$ cat src/sv/klst_pkg.sv
// Shared types, widths and command codes for the keyed light slot table.
// Used by the controller, the slot memory, the top level and the checker.
// Depends on nothing.
package klst_pkg;

  // Table geometry
  localparam int SLOTS   = 32;
  localparam int SLOT_W  = (SLOTS > 1) ? $clog2(SLOTS) : 1;
  localparam int MAX_OUT = 32;
  localparam int CNT_W   = $clog2(MAX_OUT + 1);

  // Field widths
  localparam int CMD_W   = 2;
  localparam int KEY_W   = 16;
  localparam int POS_W   = 18;
  localparam int RAD_W   = 16;
  localparam int LIFE_W  = 16;
  localparam int DECAY_W = 16;
  localparam int FRAME_W = 10;
  localparam int TIME_W  = 32;
  localparam int OSLOT_W = 5;
  localparam int PROD_W  = FRAME_W + DECAY_W;
  localparam int LOSS_W  = PROD_W - 8;
  localparam int EXT_W   = (SLOT_W > OSLOT_W) ? SLOT_W : OSLOT_W;

  // Command codes
  localparam logic [CMD_W-1:0] CMD_NEW  = 2'd0;
  localparam logic [CMD_W-1:0] CMD_TICK = 2'd1;
  localparam logic [CMD_W-1:0] CMD_LIST = 2'd2;
  localparam logic [CMD_W-1:0] CMD_CLR  = 2'd3;

  // One slot of the table
  typedef struct packed {
    logic        [KEY_W-1:0]   owner;
    logic        [TIME_W-1:0]  expiry;
    logic        [RAD_W-1:0]   radius;
    logic        [DECAY_W-1:0] decay;
    logic signed [POS_W-1:0]   pos_x;
    logic signed [POS_W-1:0]   pos_y;
    logic signed [POS_W-1:0]   pos_z;
  } entry_t;

  // Payload of one input item, command excluded
  typedef struct packed {
    logic        [KEY_W-1:0]   key;
    logic signed [POS_W-1:0]   pos_x;
    logic signed [POS_W-1:0]   pos_y;
    logic signed [POS_W-1:0]   pos_z;
    logic        [RAD_W-1:0]   radius;
    logic        [LIFE_W-1:0]  lifetime_ms;
    logic        [DECAY_W-1:0] decay_rate;
    logic        [FRAME_W-1:0] frame_ms;
  } item_t;

  // One result item
  typedef struct packed {
    logic        [OSLOT_W-1:0] slot;
    logic signed [POS_W-1:0]   out_x;
    logic signed [POS_W-1:0]   out_y;
    logic signed [POS_W-1:0]   out_z;
    logic        [RAD_W-1:0]   out_radius;
    logic                      active;
    logic                      last;
  } result_t;

  // Result handed to the output register
  typedef struct packed {
    logic    vld;
    result_t res;
  } push_t;

  // Memory control group
  typedef struct packed {
    logic              clr;
    logic              re;
    logic [SLOT_W-1:0] raddr;
    logic              we;
    logic [SLOT_W-1:0] waddr;
  } mem_req_t;

  // Reported slot number, taken modulo 32
  function automatic logic [OSLOT_W-1:0] slot_of(input logic [SLOT_W-1:0] idx);
    logic [EXT_W-1:0] e;
    e = EXT_W'(idx);
    return e[OSLOT_W-1:0];
  endfunction

endpackage

$ cat src/sv/klst_mem.sv
// Slot memory: one write port, one registered read port, one valid bit per slot.
// A slot without its valid bit reads as all zero; clear drops every valid bit.
// Depends on klst_pkg.
module klst_mem (
  input  logic              clk,
  input  logic              rst,
  input  klst_pkg::mem_req_t req,
  input  klst_pkg::entry_t   wdata,
  output klst_pkg::entry_t   rdata
);
  import klst_pkg::*;

  entry_t           mem [SLOTS];
  logic [SLOTS-1:0] valid;
  entry_t           rd_q;
  logic             rd_v;

  // Track written slots
  always_ff @(posedge clk) begin
    if (rst || req.clr) begin
      valid <= '0;
    end else if (req.we) begin
      valid[req.waddr] <= 1'b1;
    end
  end

  // Write port
  always_ff @(posedge clk) begin
    if (req.we) begin
      mem[req.waddr] <= wdata;
    end
  end

  // Read port, data held while no read is issued
  always_ff @(posedge clk) begin
    if (req.re) begin
      rd_q <= mem[req.raddr];
    end
  end

  always_ff @(posedge clk) begin
    if (rst) begin
      rd_v <= 1'b0;
    end else if (req.re) begin
      rd_v <= valid[req.raddr];
    end
  end

  assign rdata = rd_v ? rd_q : '0;

endmodule

$ cat src/sv/klst_ctrl.sv
// Command sequencer: walks the slot memory one slot a cycle, unless a list
// stalls, for new, tick and list commands, writes back radii and chosen
// slots, and hands results out. Depends on klst_pkg.
module klst_ctrl (
  input  logic                  clk,
  input  logic                  rst,
  input  logic                  in_vld,
  output logic                  in_rdy,
  input  logic [klst_pkg::CMD_W-1:0] in_cmd,
  input  klst_pkg::item_t       in_item,
  input  logic                  out_free,
  output klst_pkg::push_t       push,
  output klst_pkg::mem_req_t    req,
  output klst_pkg::entry_t      wdata,
  input  klst_pkg::entry_t      rdata
);
  import klst_pkg::*;

  localparam logic [1:0] ST_IDLE = 2'd0;
  localparam logic [1:0] ST_SCAN = 2'd1;
  localparam logic [1:0] ST_NEW  = 2'd2;
  localparam logic [1:0] ST_LEND = 2'd3;

  logic [1:0]        state;
  logic [CMD_W-1:0]  cmd_q;
  item_t             item_q;
  logic [TIME_W-1:0] cur_time;
  logic [SLOT_W-1:0] rd_idx;
  logic              rd_done;
  logic              d_vld;
  logic [SLOT_W-1:0] d_idx;
  logic              m_found;
  logic [SLOT_W-1:0] m_idx;
  logic              x_found;
  logic [SLOT_W-1:0] x_idx;
  logic              pend_vld;
  result_t           pend;
  logic [CNT_W-1:0]  cnt;

  logic              accept;
  logic              scanning;
  logic              d_active;
  logic              list_take;
  logic              stall;
  logic              issue;
  logic              proc;
  logic              scan_end;
  logic [SLOT_W-1:0] chosen;
  logic [TIME_W:0]   exp_sum;
  logic [TIME_W-1:0] exp_sat;
  logic [TIME_W:0]   tick_sum;
  logic [PROD_W-1:0] prod;
  logic [LOSS_W-1:0] loss;
  logic [RAD_W-1:0]  new_r;
  result_t           cur_res;

  assign in_rdy   = (state == ST_IDLE);
  assign accept   = in_vld && in_rdy;
  assign scanning = (state == ST_SCAN);
  assign d_active = (rdata.radius != '0);

  // Hold the scan when a listed slot must push out the pending one
  assign list_take = d_vld && (cmd_q == CMD_LIST) && d_active && (cnt < CNT_W'(MAX_OUT));
  assign stall     = scanning && list_take && pend_vld && !out_free;
  assign issue     = scanning && !rd_done && !stall;
  assign proc      = scanning && d_vld && !stall;
  assign scan_end  = scanning && rd_done && !d_vld;

  // Slot choice for a new light
  assign chosen  = m_found ? m_idx : (x_found ? x_idx : '0);
  assign exp_sum = {1'b0, cur_time} + (TIME_W + 1)'(item_q.lifetime_ms);
  assign exp_sat = exp_sum[TIME_W] ? '1 : exp_sum[TIME_W-1:0];

  assign tick_sum = {1'b0, cur_time} + (TIME_W + 1)'(in_item.frame_ms);

  // Decay of the slot just read
  assign prod = PROD_W'(item_q.frame_ms) * PROD_W'(rdata.decay);
  assign loss = prod[PROD_W-1:8];

  always_comb begin
    if (rdata.expiry < cur_time) begin
      new_r = '0;
    end else if (loss >= LOSS_W'(rdata.radius)) begin
      new_r = '0;
    end else begin
      new_r = rdata.radius - loss[RAD_W-1:0];
    end
  end

  // Result view of the slot just read
  always_comb begin
    cur_res.slot       = slot_of(d_idx);
    cur_res.out_x      = rdata.pos_x;
    cur_res.out_y      = rdata.pos_y;
    cur_res.out_z      = rdata.pos_z;
    cur_res.out_radius = rdata.radius;
    cur_res.active     = 1'b1;
    cur_res.last       = 1'b0;
  end

  // Memory requests
  always_comb begin
    req.clr   = accept && (in_cmd == CMD_CLR);
    req.re    = issue;
    req.raddr = rd_idx;
    req.we    = 1'b0;
    req.waddr = d_idx;
    wdata     = rdata;
    wdata.radius = new_r;
    if (state == ST_NEW) begin
      req.we       = out_free;
      req.waddr    = chosen;
      wdata.owner  = item_q.key;
      wdata.expiry = exp_sat;
      wdata.radius = item_q.radius;
      wdata.decay  = item_q.decay_rate;
      wdata.pos_x  = item_q.pos_x;
      wdata.pos_y  = item_q.pos_y;
      wdata.pos_z  = item_q.pos_z;
    end else if (proc && (cmd_q == CMD_TICK) && d_active) begin
      req.we = 1'b1;
    end
  end

  // Results toward the output register
  always_comb begin
    push.vld = 1'b0;
    push.res = pend;
    unique case (state)
      ST_NEW: begin
        push.vld            = out_free;
        push.res.slot       = slot_of(chosen);
        push.res.out_x      = item_q.pos_x;
        push.res.out_y      = item_q.pos_y;
        push.res.out_z      = item_q.pos_z;
        push.res.out_radius = item_q.radius;
        push.res.active     = 1'b1;
        push.res.last       = 1'b1;
      end
      ST_LEND: begin
        push.vld = out_free;
        if (!pend_vld) begin
          push.res = '0;
        end
        push.res.last = 1'b1;
      end
      ST_SCAN: begin
        push.vld = proc && list_take && pend_vld;
      end
      default: begin
        push.vld = 1'b0;
      end
    endcase
  end

  // Sequencer control
  always_ff @(posedge clk) begin
    if (rst) begin
      state    <= ST_IDLE;
      cmd_q    <= CMD_NEW;
      cur_time <= '0;
      rd_idx   <= '0;
      rd_done  <= 1'b0;
      d_vld    <= 1'b0;
      m_found  <= 1'b0;
      x_found  <= 1'b0;
      pend_vld <= 1'b0;
      cnt      <= '0;
    end else begin
      unique case (state)
        ST_IDLE: begin
          if (accept) begin
            cmd_q    <= in_cmd;
            rd_idx   <= '0;
            rd_done  <= 1'b0;
            d_vld    <= 1'b0;
            m_found  <= 1'b0;
            x_found  <= 1'b0;
            pend_vld <= 1'b0;
            cnt      <= '0;
            if (in_cmd == CMD_TICK) begin
              cur_time <= tick_sum[TIME_W] ? '1 : tick_sum[TIME_W-1:0];
            end
            if (in_cmd != CMD_CLR) begin
              state <= ST_SCAN;
            end
          end
        end
        ST_SCAN: begin
          // advance the read address
          if (issue) begin
            rd_idx <= SLOT_W'(rd_idx + 1'b1);
            if (rd_idx == SLOT_W'(SLOTS - 1)) begin
              rd_done <= 1'b1;
            end
          end
          if (!stall) begin
            d_vld <= issue;
          end
          // look at the slot just read
          if (proc) begin
            if ((cmd_q == CMD_NEW) && !m_found && (item_q.key != '0) &&
                (rdata.owner == item_q.key)) begin
              m_found <= 1'b1;
            end
            if ((cmd_q == CMD_NEW) && !x_found && (rdata.expiry < cur_time)) begin
              x_found <= 1'b1;
            end
            if (list_take) begin
              pend_vld <= 1'b1;
              cnt      <= cnt + 1'b1;
            end
          end
          if (scan_end) begin
            unique case (cmd_q)
              CMD_NEW:  state <= ST_NEW;
              CMD_LIST: state <= ST_LEND;
              default:  state <= ST_IDLE;
            endcase
          end
        end
        ST_NEW: begin
          if (out_free) begin
            state <= ST_IDLE;
          end
        end
        ST_LEND: begin
          if (out_free) begin
            state <= ST_IDLE;
          end
        end
        default: begin
          state <= ST_IDLE;
        end
      endcase
    end
  end

  // Payload registers
  always_ff @(posedge clk) begin
    if (accept) begin
      item_q <= in_item;
    end
    if (issue) begin
      d_idx <= rd_idx;
    end
    if (proc && (cmd_q == CMD_NEW)) begin
      if (!m_found) begin
        m_idx <= d_idx;
      end
      if (!x_found) begin
        x_idx <= d_idx;
      end
    end
    if (proc && list_take) begin
      pend <= cur_res;
    end
  end

endmodule

$ cat src/sv/keyed_light_slot_table.sv
// Top level of the keyed light slot table: input unpacking, sequencer, slot
// memory and the output register. Depends on klst_pkg, klst_ctrl, klst_mem.
//
//   channel  dir  tdata (low bit up)                         tuser    tlast
//   s_*      in   key, pos_x, pos_y, pos_z, radius,          cmd      -
//                 lifetime_ms, decay_rate, frame_ms
//   m_*      out  slot, out_x, out_y, out_z, out_radius, 0s  active   last
//
// A tick item is accepted and then walks every slot over the single read port,
// which is registered; a new or list item walks the same way and then hands out
// one final result. A clear item is done on acceptance and leaves the input ready.
// A list stalls its walk, and new and list hold their final result, while the
// output register holds a result that the sink has not taken.
// Reset is synchronous on rst and empties the table at once through per-slot
// valid bits; items are accepted from the first cycle after reset.
module keyed_light_slot_table (
  input  logic         clk,
  input  logic         rst,
  input  logic         s_tvalid,
  output logic         s_tready,
  // key, pos_x, pos_y, pos_z, radius, lifetime_ms, decay_rate, frame_ms
  input  logic [127:0] s_tdata,
  // cmd
  input  logic [1:0]   s_tuser,
  output logic         m_tvalid,
  input  logic         m_tready,
  // slot, out_x, out_y, out_z, out_radius, zero fill
  output logic [79:0]  m_tdata,
  // active
  output logic [0:0]   m_tuser,
  output logic         m_tlast
);
  import klst_pkg::*;

  item_t    item;
  push_t    push;
  mem_req_t req;
  entry_t   wdata;
  entry_t   rdata;
  logic     out_free;
  result_t  out_q;

  // Unpack the input item
  assign item.key         = s_tdata[15:0];
  assign item.pos_x       = s_tdata[33:16];
  assign item.pos_y       = s_tdata[51:34];
  assign item.pos_z       = s_tdata[69:52];
  assign item.radius      = s_tdata[85:70];
  assign item.lifetime_ms = s_tdata[101:86];
  assign item.decay_rate  = s_tdata[117:102];
  assign item.frame_ms    = s_tdata[127:118];

  klst_ctrl u_ctrl (
    .clk      (clk),
    .rst      (rst),
    .in_vld   (s_tvalid),
    .in_rdy   (s_tready),
    .in_cmd   (s_tuser),
    .in_item  (item),
    .out_free (out_free),
    .push     (push),
    .req      (req),
    .wdata    (wdata),
    .rdata    (rdata)
  );

  klst_mem u_mem (
    .clk   (clk),
    .rst   (rst),
    .req   (req),
    .wdata (wdata),
    .rdata (rdata)
  );

  // Output register
  assign out_free = !m_tvalid || m_tready;

  always_ff @(posedge clk) begin
    if (rst) begin
      m_tvalid <= 1'b0;
    end else if (out_free) begin
      m_tvalid <= push.vld;
    end
  end

  always_ff @(posedge clk) begin
    if (out_free && push.vld) begin
      out_q <= push.res;
    end
  end

  assign m_tdata = {5'b0, out_q.out_radius, out_q.out_z, out_q.out_y, out_q.out_x,
                    out_q.slot};
  assign m_tuser = out_q.active;
  assign m_tlast = out_q.last;

endmodule

$ cat config.mk
export PLATFORM = sky130hd
export DESIGN_NAME = keyed_light_slot_table
export DESIGN_NICKNAME = d
export VERILOG_FILES = /design/src/sv/klst_pkg.sv /design/src/sv/klst_mem.sv /design/src/sv/klst_ctrl.sv /design/src/sv/keyed_light_slot_table.sv
export SDC_FILE = /design/constraint.sdc
export NUM_CORES = 2
export LEC_CHECK = 0
export BUFFER_PORTS_ARGS = -buffer_cell sky130_fd_sc_hd__buf_2
export CAP_MARGIN = 5
export CORE_MARGIN = 2
export CORE_UTILIZATION = 65
export DETAILED_ROUTE_END_ITERATION = 6
export PLACE_DENSITY_LB_ADDON = 0.2
export SLEW_MARGIN = 15
export SYNTH_ARGS = -nofsm -noshare
export SYNTH_HDL_FRONTEND = slang
export SYNTH_MEMORY_MAX_BITS = 65536
export SYNTH_SLANG_ARGS = --single-unit
$ cat constraint.sdc
create_clock -name clk -period 23.9 [get_ports clk]
set_input_delay 1.195 -clock clk [delete_from_list [all_inputs] [get_ports clk]]
set_output_delay 1.195 -clock clk [all_outputs]
set_load 0.03 [all_outputs]
After elaboration in Yosys (flattened, before gate mapping)
Memory sizes are Yosys's and may differ from the RTL's. A register that Yosys moved wholly into a read port is not among the register bits.
Cells that the tools add are included.
- register bits after elaboration: 381
- bits of input ports: 134
- memories kept: 1
- memory bits (writable): 4288
- reduce and logical (&&, ||, !) cells: 52
- equality and inequality tests: 21
- magnitude comparators: 6
- mux-type cells: 48
- bitwise gates (word level): 3
- add/sub/neg operators: 5
- $mul: 1
- memories (memory ; depth ; bits a word ; read ports ; clocked after memory_dff ; write ports ; RTL line ; RTL):
    u_mem.mem ; 32 ; 134 ; 1 ; 1 ; 1 ; klst_mem.sv:13 ; entry_t mem [SLOTS];
- operators with widths (kind ; count):
    134-bit two-way mux ; 2
    77-bit case mux with 2 select lines ; 1
    77-bit two-way mux ; 1
    32-bit two-way mux ; 2
    32-bit by 10-bit adder with 33-bit output ; 1
    32-bit by 16-bit adder with 33-bit output ; 1
    32-bit < comparator ; 1
    16-bit two-way mux ; 2
    32-bit OR ; 1
    16-bit nonzero test ; 2
    1-bit logical AND ; 26
    10-bit by 16-bit multiplier with 26-bit output ; 1
    5-bit two-way mux ; 5
    2-bit inequality test, second input constant ; 11
    4-bit AND reduction ; 5
    18-bit by 16-bit >= comparator with 1-bit output ; 1
    6-bit two-way mux ; 3
    16-bit equality test ; 1
    1-bit two-way mux ; 16
    16-bit subtractor ; 1
    5-bit by 6-bit < comparator with 1-bit output, second input constant ; 2
    1-bit case mux with 2 select lines ; 6
    6-bit case mux with 2 select lines ; 1
    5-bit case mux with 2 select lines ; 1
    21 further kinds ; 42

Logic depth before layout (Yosys ltp)
- word-level depth: 15
- depth in mapped cells: 32

Cells and area by module
Synthesis repeated with hierarchy kept, for this count alone.
- cells, all modules: 8987
- area, all modules: 190642.8 um^2
- modules (own cells, without submodules) (module ; cells an instance ; area each (um^2) ; seq. area each (um^2) ; instances):
    klst_mem ; 6824 ; 168571.7 ; 133448.0 ; 1
    klst_ctrl ; 2075 ; 19662.6 ; 7587.3 ; 1
    keyed_light_slot_table ; 88 ; 2408.6 ; 2332.2 ; 1

Worst setup path before layout
No wires, ideal clock.
- path type: reg-to-reg
- from: register u_mem.rd_v
- to: memory u_mem.mem[0][76] (netlist bit) (data pin)
- setup time: 283 ps
- path buffers: 5
- clock period less this slack: 8173 ps
- cell stages (with the launch flop): 31
- setup slack: 15727 ps
- required time: 23617 ps
- arrival: 7890 ps
- path through: dfxtp_1 -> clkbuf_1 -> clkbuf_1 -> clkbuf_1 -> clkbuf_1 -> nand3_1 -> fa_1 -> inv_1 -> fa_1 -> inv_1 -> fa_1 -> inv_1 -> fa_1 -> fa_1 -> ha_1 -> a21oi_1 -> a21boi_0 -> a211oi_1 -> a21oi_4 -> o21ai_0 -> nand2b_1 -> a21oi_1 -> xnor2_1 -> ha_1 -> nand4_1 -> nor4_1 -> a2111oi_0 -> o21ai_0 -> a2111oi_4 -> buf_6 -> a22o_1
- RTL lines (element ; RTL line ; RTL):
    start, declared ; klst_mem.sv:16 ; logic rd_v;
    start signal, assigned ; klst_mem.sv:45 ; rd_v <= valid[req.raddr];
    end, declared ; klst_mem.sv:13 ;

==> summary by stage <==
Status
The run finished with clean final reports.

Clock network
The root buffer cell is sky130_fd_sc_hd__clkbuf_16. Post-CTS repair changed the size of 0 cells. The clock-pin slew on the worst setup and hold paths is approximately 0.060 ns. The number of setup buffers added after CTS is 0. TritonCTS built the clock tree. Clock tree synthesis inserted a total of 458 buffers. The number of levels the H-tree was split into is 5. The number of hold buffers added after CTS was 0. The number of clock sinks seen by CTS is 4,803. The source-to-sink clock delay at the later pin of the worst-skew pair is 1.03 ns. The deepest clock path buffer count is 4.

Placed design
The HPWL after detailed placement is 236 mm. Buffers placed on the I/O ports in this run total 212. Routability-driven placement finished with a final weighted congestion of 0.922. The placed instances occupy a cell area of 196,000 sq um.

Floorplan
After floorplanning, the core was sized to cover 291,000 sq um. The number of top-level pins is roughly 220. The count of standard-cell rows is 198. The die outline area is between 200,000 and 300,000 sq um. The effective utilization at floorplan is roughly two thirds.

The die outline height is 545 um. Measured along the x axis, the die boundary spans 545 um.

Synthesis
During synthesis, Yosys emitted a total of 0 warnings. The proportion of synthesized flip-flops having asynchronous set or reset is 0%. By area the synthesized netlist is led by sky130_fd_sc_hd__edfxtp_1 (75%), sky130_fd_sc_hd__mux4_2 (16%), sky130_fd_sc_hd__fa_1 (1.2%). The main flop type after synthesis is sky130_fd_sc_hd__edfxtp_1. A synthesized cell averages 21.9 sq um. The flip-flop and latch count after synthesis is slightly below 5,000. Yosys mapped the design onto 81 distinct sky130hd cell types. The mapped netlist covers 190,000 sq um. Counting flops with a built-in enable in the synthesized netlist gives 4,717. sky130_fd_sc_hd__edfxtp_1 takes more of the synthesized area than any other cell. sky130_fd_sc_hd__edfxtp_1 is the most common cell in the netlist. In the synthesized netlist, the cells that appear most often are sky130_fd_sc_hd__edfxtp_1 (4,717), sky130_fd_sc_hd__mux4_2 (1,350), sky130_fd_sc_hd__nand2_1 (488). Sequential elements use 75.4% of the synthesized area. The proportion of netlist area held by the largest area contributor is 74.5%.

The cell count after synthesis came out at 8,694.

Power
VDD sags by at most just under 80 uV. The portion of total power attributed to sequential cells is 53.0%. The total leakage power is 68.1 nW.

The switching share of power is 22.1%. The analysis attributes to net switching a power of 4.02 mW. After layout, the design draws a total of about 18 mW. The share of total power dissipated in combinational logic is about 6.5%. Dividing total power by cell area gives a power density of 85.7 nW/um^2.

The design internal power is between 10 and 15 mW. The clock share of power is between 40% and 50%.

Drt
The residual antenna-violating net count after detailed routing is 0. The first detailed-routing pass ran for 6 iterations. The number of design-rule violations left by the first detailed-router iteration is 16,100.

The mean number of vias per cell is between 7 and 8. For this block, the routed nets add up to 508 mm of wire. The routed wire length per instance is 37.8 um. The detailed router placed 97,100 vias in this run. The post-route DRC violation count is 0.

Setup path
The maximum net fanout on the critical path is 94. The required time of the critical path is roughly 25 ns. The worst setup path is of the reg -> reg kind.

STA classifies the critical path endpoint as a flip-flop. At the worst endpoint, the arrival time is 11.36 ns. The launching element type of the critical path is a flip-flop.

Global routing
The via count of the first global-routing pass came to roughly 97,000. The pin count of the biggest net entering global routing is 150. Global routing used 34.6% of the available tracks. The initial antenna violation count came to 13. The first global-routing pass estimated 717 mm of wire. The sum of overflow across all layers after global routing is 0.

Timing
The maximum achievable frequency is 0.0931 GHz. The final count of hold timing violations is 0. The number of pins exceeding their max-slew limit in the final report came to 0.

The final-layout setup total negative slack is 0 ns. The period utilization is 45.0%. The worst clock skew is ~0.09 ns. The relative max-transition margin is between 10% and 20%. The final setup violation count is 0. Setup repair after global routing left no endpoint under its margin.

For the finished layout, the period the worst path requires is 10.75 ns. For the pin with the worst max-slew slack, the measured transition is 1.26 ns.

Finish
In the final layout, the share of cells above drive strength 1 is 27.9%. After the last flow step, the layout net total stands at around 9,500. Summing all non-filler instances in the final layout gives an area of 212,000 sq um. The layout-stage area growth over the synthesis result is 11.4%.

Min path
The path type of the worst min-delay path is in -> reg.

Run
Max-cap violations in this run came to 0.
==> metrics by stage <==
step / cells / hold slack (ns) / setup slack, ns / utilization, %
after floorplan: 8698 / 0.406 / 15.73 / -
after global placement: 12600 / 0.441 / 13.40 / 67.6
after detailed placement: 12600 / 0.453 / 13.28 / 67.6
after CTS: 13400 / 0.278 / 13.16 / 72.8
after global routing: 13400 / 0.320 / 12.60 / 72.8
final: 13400 / 0.339 / 13.15 / 72.8
==> logic make-up (layout without fill, tap and decap cells) <==
logic type | after synthesis | count (layout) | share of synthesized area, %
DFF | 4803 | 4803 | 75.4
muxes | 1487 | 1487 | 16.8
and+or+nand+nor | 1019 | 1019 | 2.50
buffers and inverters | 648 | 1455 | 1.31
AOI/OAI and AO/OA | 402 | 402 | 1.46
adders and majority gates | 262 | 262 | 2.17
xor gates and xnor gates | 72 | 72 | 0.332
other | 1 | 14 | 0.00197
==> worst paths after layout <==
check	startpoint	end	slack (ns)	cells past startpoint
worst max-delay path	u_mem.rd_v	u_mem.mem[5][79]	13.15	27
worst min-delay path	s_tdata[62]	u_ctrl.item_q[68]	0.34	1
worst max register to register	u_mem.rd_v	u_mem.mem[5][79]	13.15	27
worst min register to register	u_mem.valid[17]	u_mem.valid[17]	0.47	1
==> power by group through the flow <==
stage / registers, mW / clock network, mW / logic (mW)
floorplan: 9.77 / 0 / 0.808
global placement: 9.80 / 0 / 1.10
detailed placement: 9.80 / 0 / 1.14
CTS: 9.62 / 7.39 / 1.16
global route: 9.63 / 7.69 / 1.27
finish: 9.63 / 7.34 / 1.18
==> cells in the final DEF (no fill, tap or decap), types with 80 or more instances in the layout <==
cell / n
sky130_fd_sc_hd__nand2_1: 481
sky130_fd_sc_hd__edfxtp_1: 4717
sky130_fd_sc_hd__clkinv_1: 97
sky130_fd_sc_hd__dfxtp_1: 80
sky130_fd_sc_hd__buf_2: 212
sky130_fd_sc_hd__clkinv_2: 84
sky130_fd_sc_hd__a21oi_1: 82
sky130_fd_sc_hd__and3_1: 88
sky130_fd_sc_hd__nor2_1: 107
sky130_fd_sc_hd__clkbuf_16: 464
sky130_fd_sc_hd__clkbuf_1: 91
sky130_fd_sc_hd__mux2_2: 134
sky130_fd_sc_hd__nand3_1: 82
sky130_fd_sc_hd__and2_1: 95
sky130_fd_sc_hd__inv_1: 201
sky130_fd_sc_hd__fa_1: 112
sky130_fd_sc_hd__mux4_2: 1350
sky130_fd_sc_hd__buf_4: 166
sky130_fd_sc_hd__ha_1: 150
==> per-layer routing <==
metal	wire (um)	vias to the layer above	track usage (%)	part of all wire, %
li1	-	36900	-	-
met5	36	-	0	0.0071
met1	185000	51200	50.6	36
met2	242000	7862	53.8	48
met3	63000	1132	7.04	12
met4	17800	6	11.0	3.5
==> state kept, by name, summed over array words and instances (netlist names), 2 cells and up <==
| name | count |
|---|---|
| u_mem.rd_q | 134 |
| u_mem.valid | 32 |
| u_ctrl.cur_time | 32 |
| u_ctrl.cnt | 6 |
| u_ctrl.rd_idx | 5 |
| u_ctrl.state | 2 |
| u_ctrl.m_idx | 5 |
| u_mem.mem | 4288 |
| u_ctrl.d_idx | 5 |
| u_ctrl.pend | 75 |
| u_ctrl.item_q | 128 |
| m_tdata | 75 |
| u_ctrl.cmd_q | 2 |
| u_ctrl.x_idx | 5 |
==> cell type report <==
cell class | instances | area, sq um
Fill cell | 15900 | 79100
Tap cell | 3900 | 4880
Multi-Input combinational cell | 3247 | 44800
Clock buffer | 566 | 12100
Clock inverter | 283 | 3020
Inverter | 205 | 782
Antenna cell | 9 | 22.5
Sequential cell | 4803 | 143000
Timing Repair Buffer | 401 | 2770
==> worst max-delay path: stages (launching register included) <==
cell and delay [ns]:
sky130_fd_sc_hd__dfxtp_4 1.02, sky130_fd_sc_hd__buf_4 1.03, sky130_fd_sc_hd__buf_4 0.67, sky130_fd_sc_hd__and3_1 0.29, sky130_fd_sc_hd__fa_1 0.46, sky130_fd_sc_hd__fa_1 0.47, sky130_fd_sc_hd__fa_1 0.43, sky130_fd_sc_hd__fa_1 0.51
sky130_fd_sc_hd__inv_1 0.05, sky130_fd_sc_hd__fa_1 0.47, sky130_fd_sc_hd__inv_1 0.04, sky130_fd_sc_hd__ha_1 0.34, sky130_fd_sc_hd__a211oi_1 0.39, sky130_fd_sc_hd__inv_1 0.09, sky130_fd_sc_hd__a211oi_1 0.34, sky130_fd_sc_hd__a21oi_4 0.14
sky130_fd_sc_hd__o21ai_0 0.29, sky130_fd_sc_hd__nand2b_1 0.14, sky130_fd_sc_hd__a21oi_1 0.26, sky130_fd_sc_hd__xnor2_1 0.16, sky130_fd_sc_hd__ha_1 0.34, sky130_fd_sc_hd__nand4_1 0.18, sky130_fd_sc_hd__nor4_1 0.10, sky130_fd_sc_hd__a2111oi_0 0.32
sky130_fd_sc_hd__o21ai_0 0.21, sky130_fd_sc_hd__a2111oi_4 0.21, sky130_fd_sc_hd__buf_4 0.38, sky130_fd_sc_hd__a22o_1 0.88
Power figures use the tool's default switching activity.
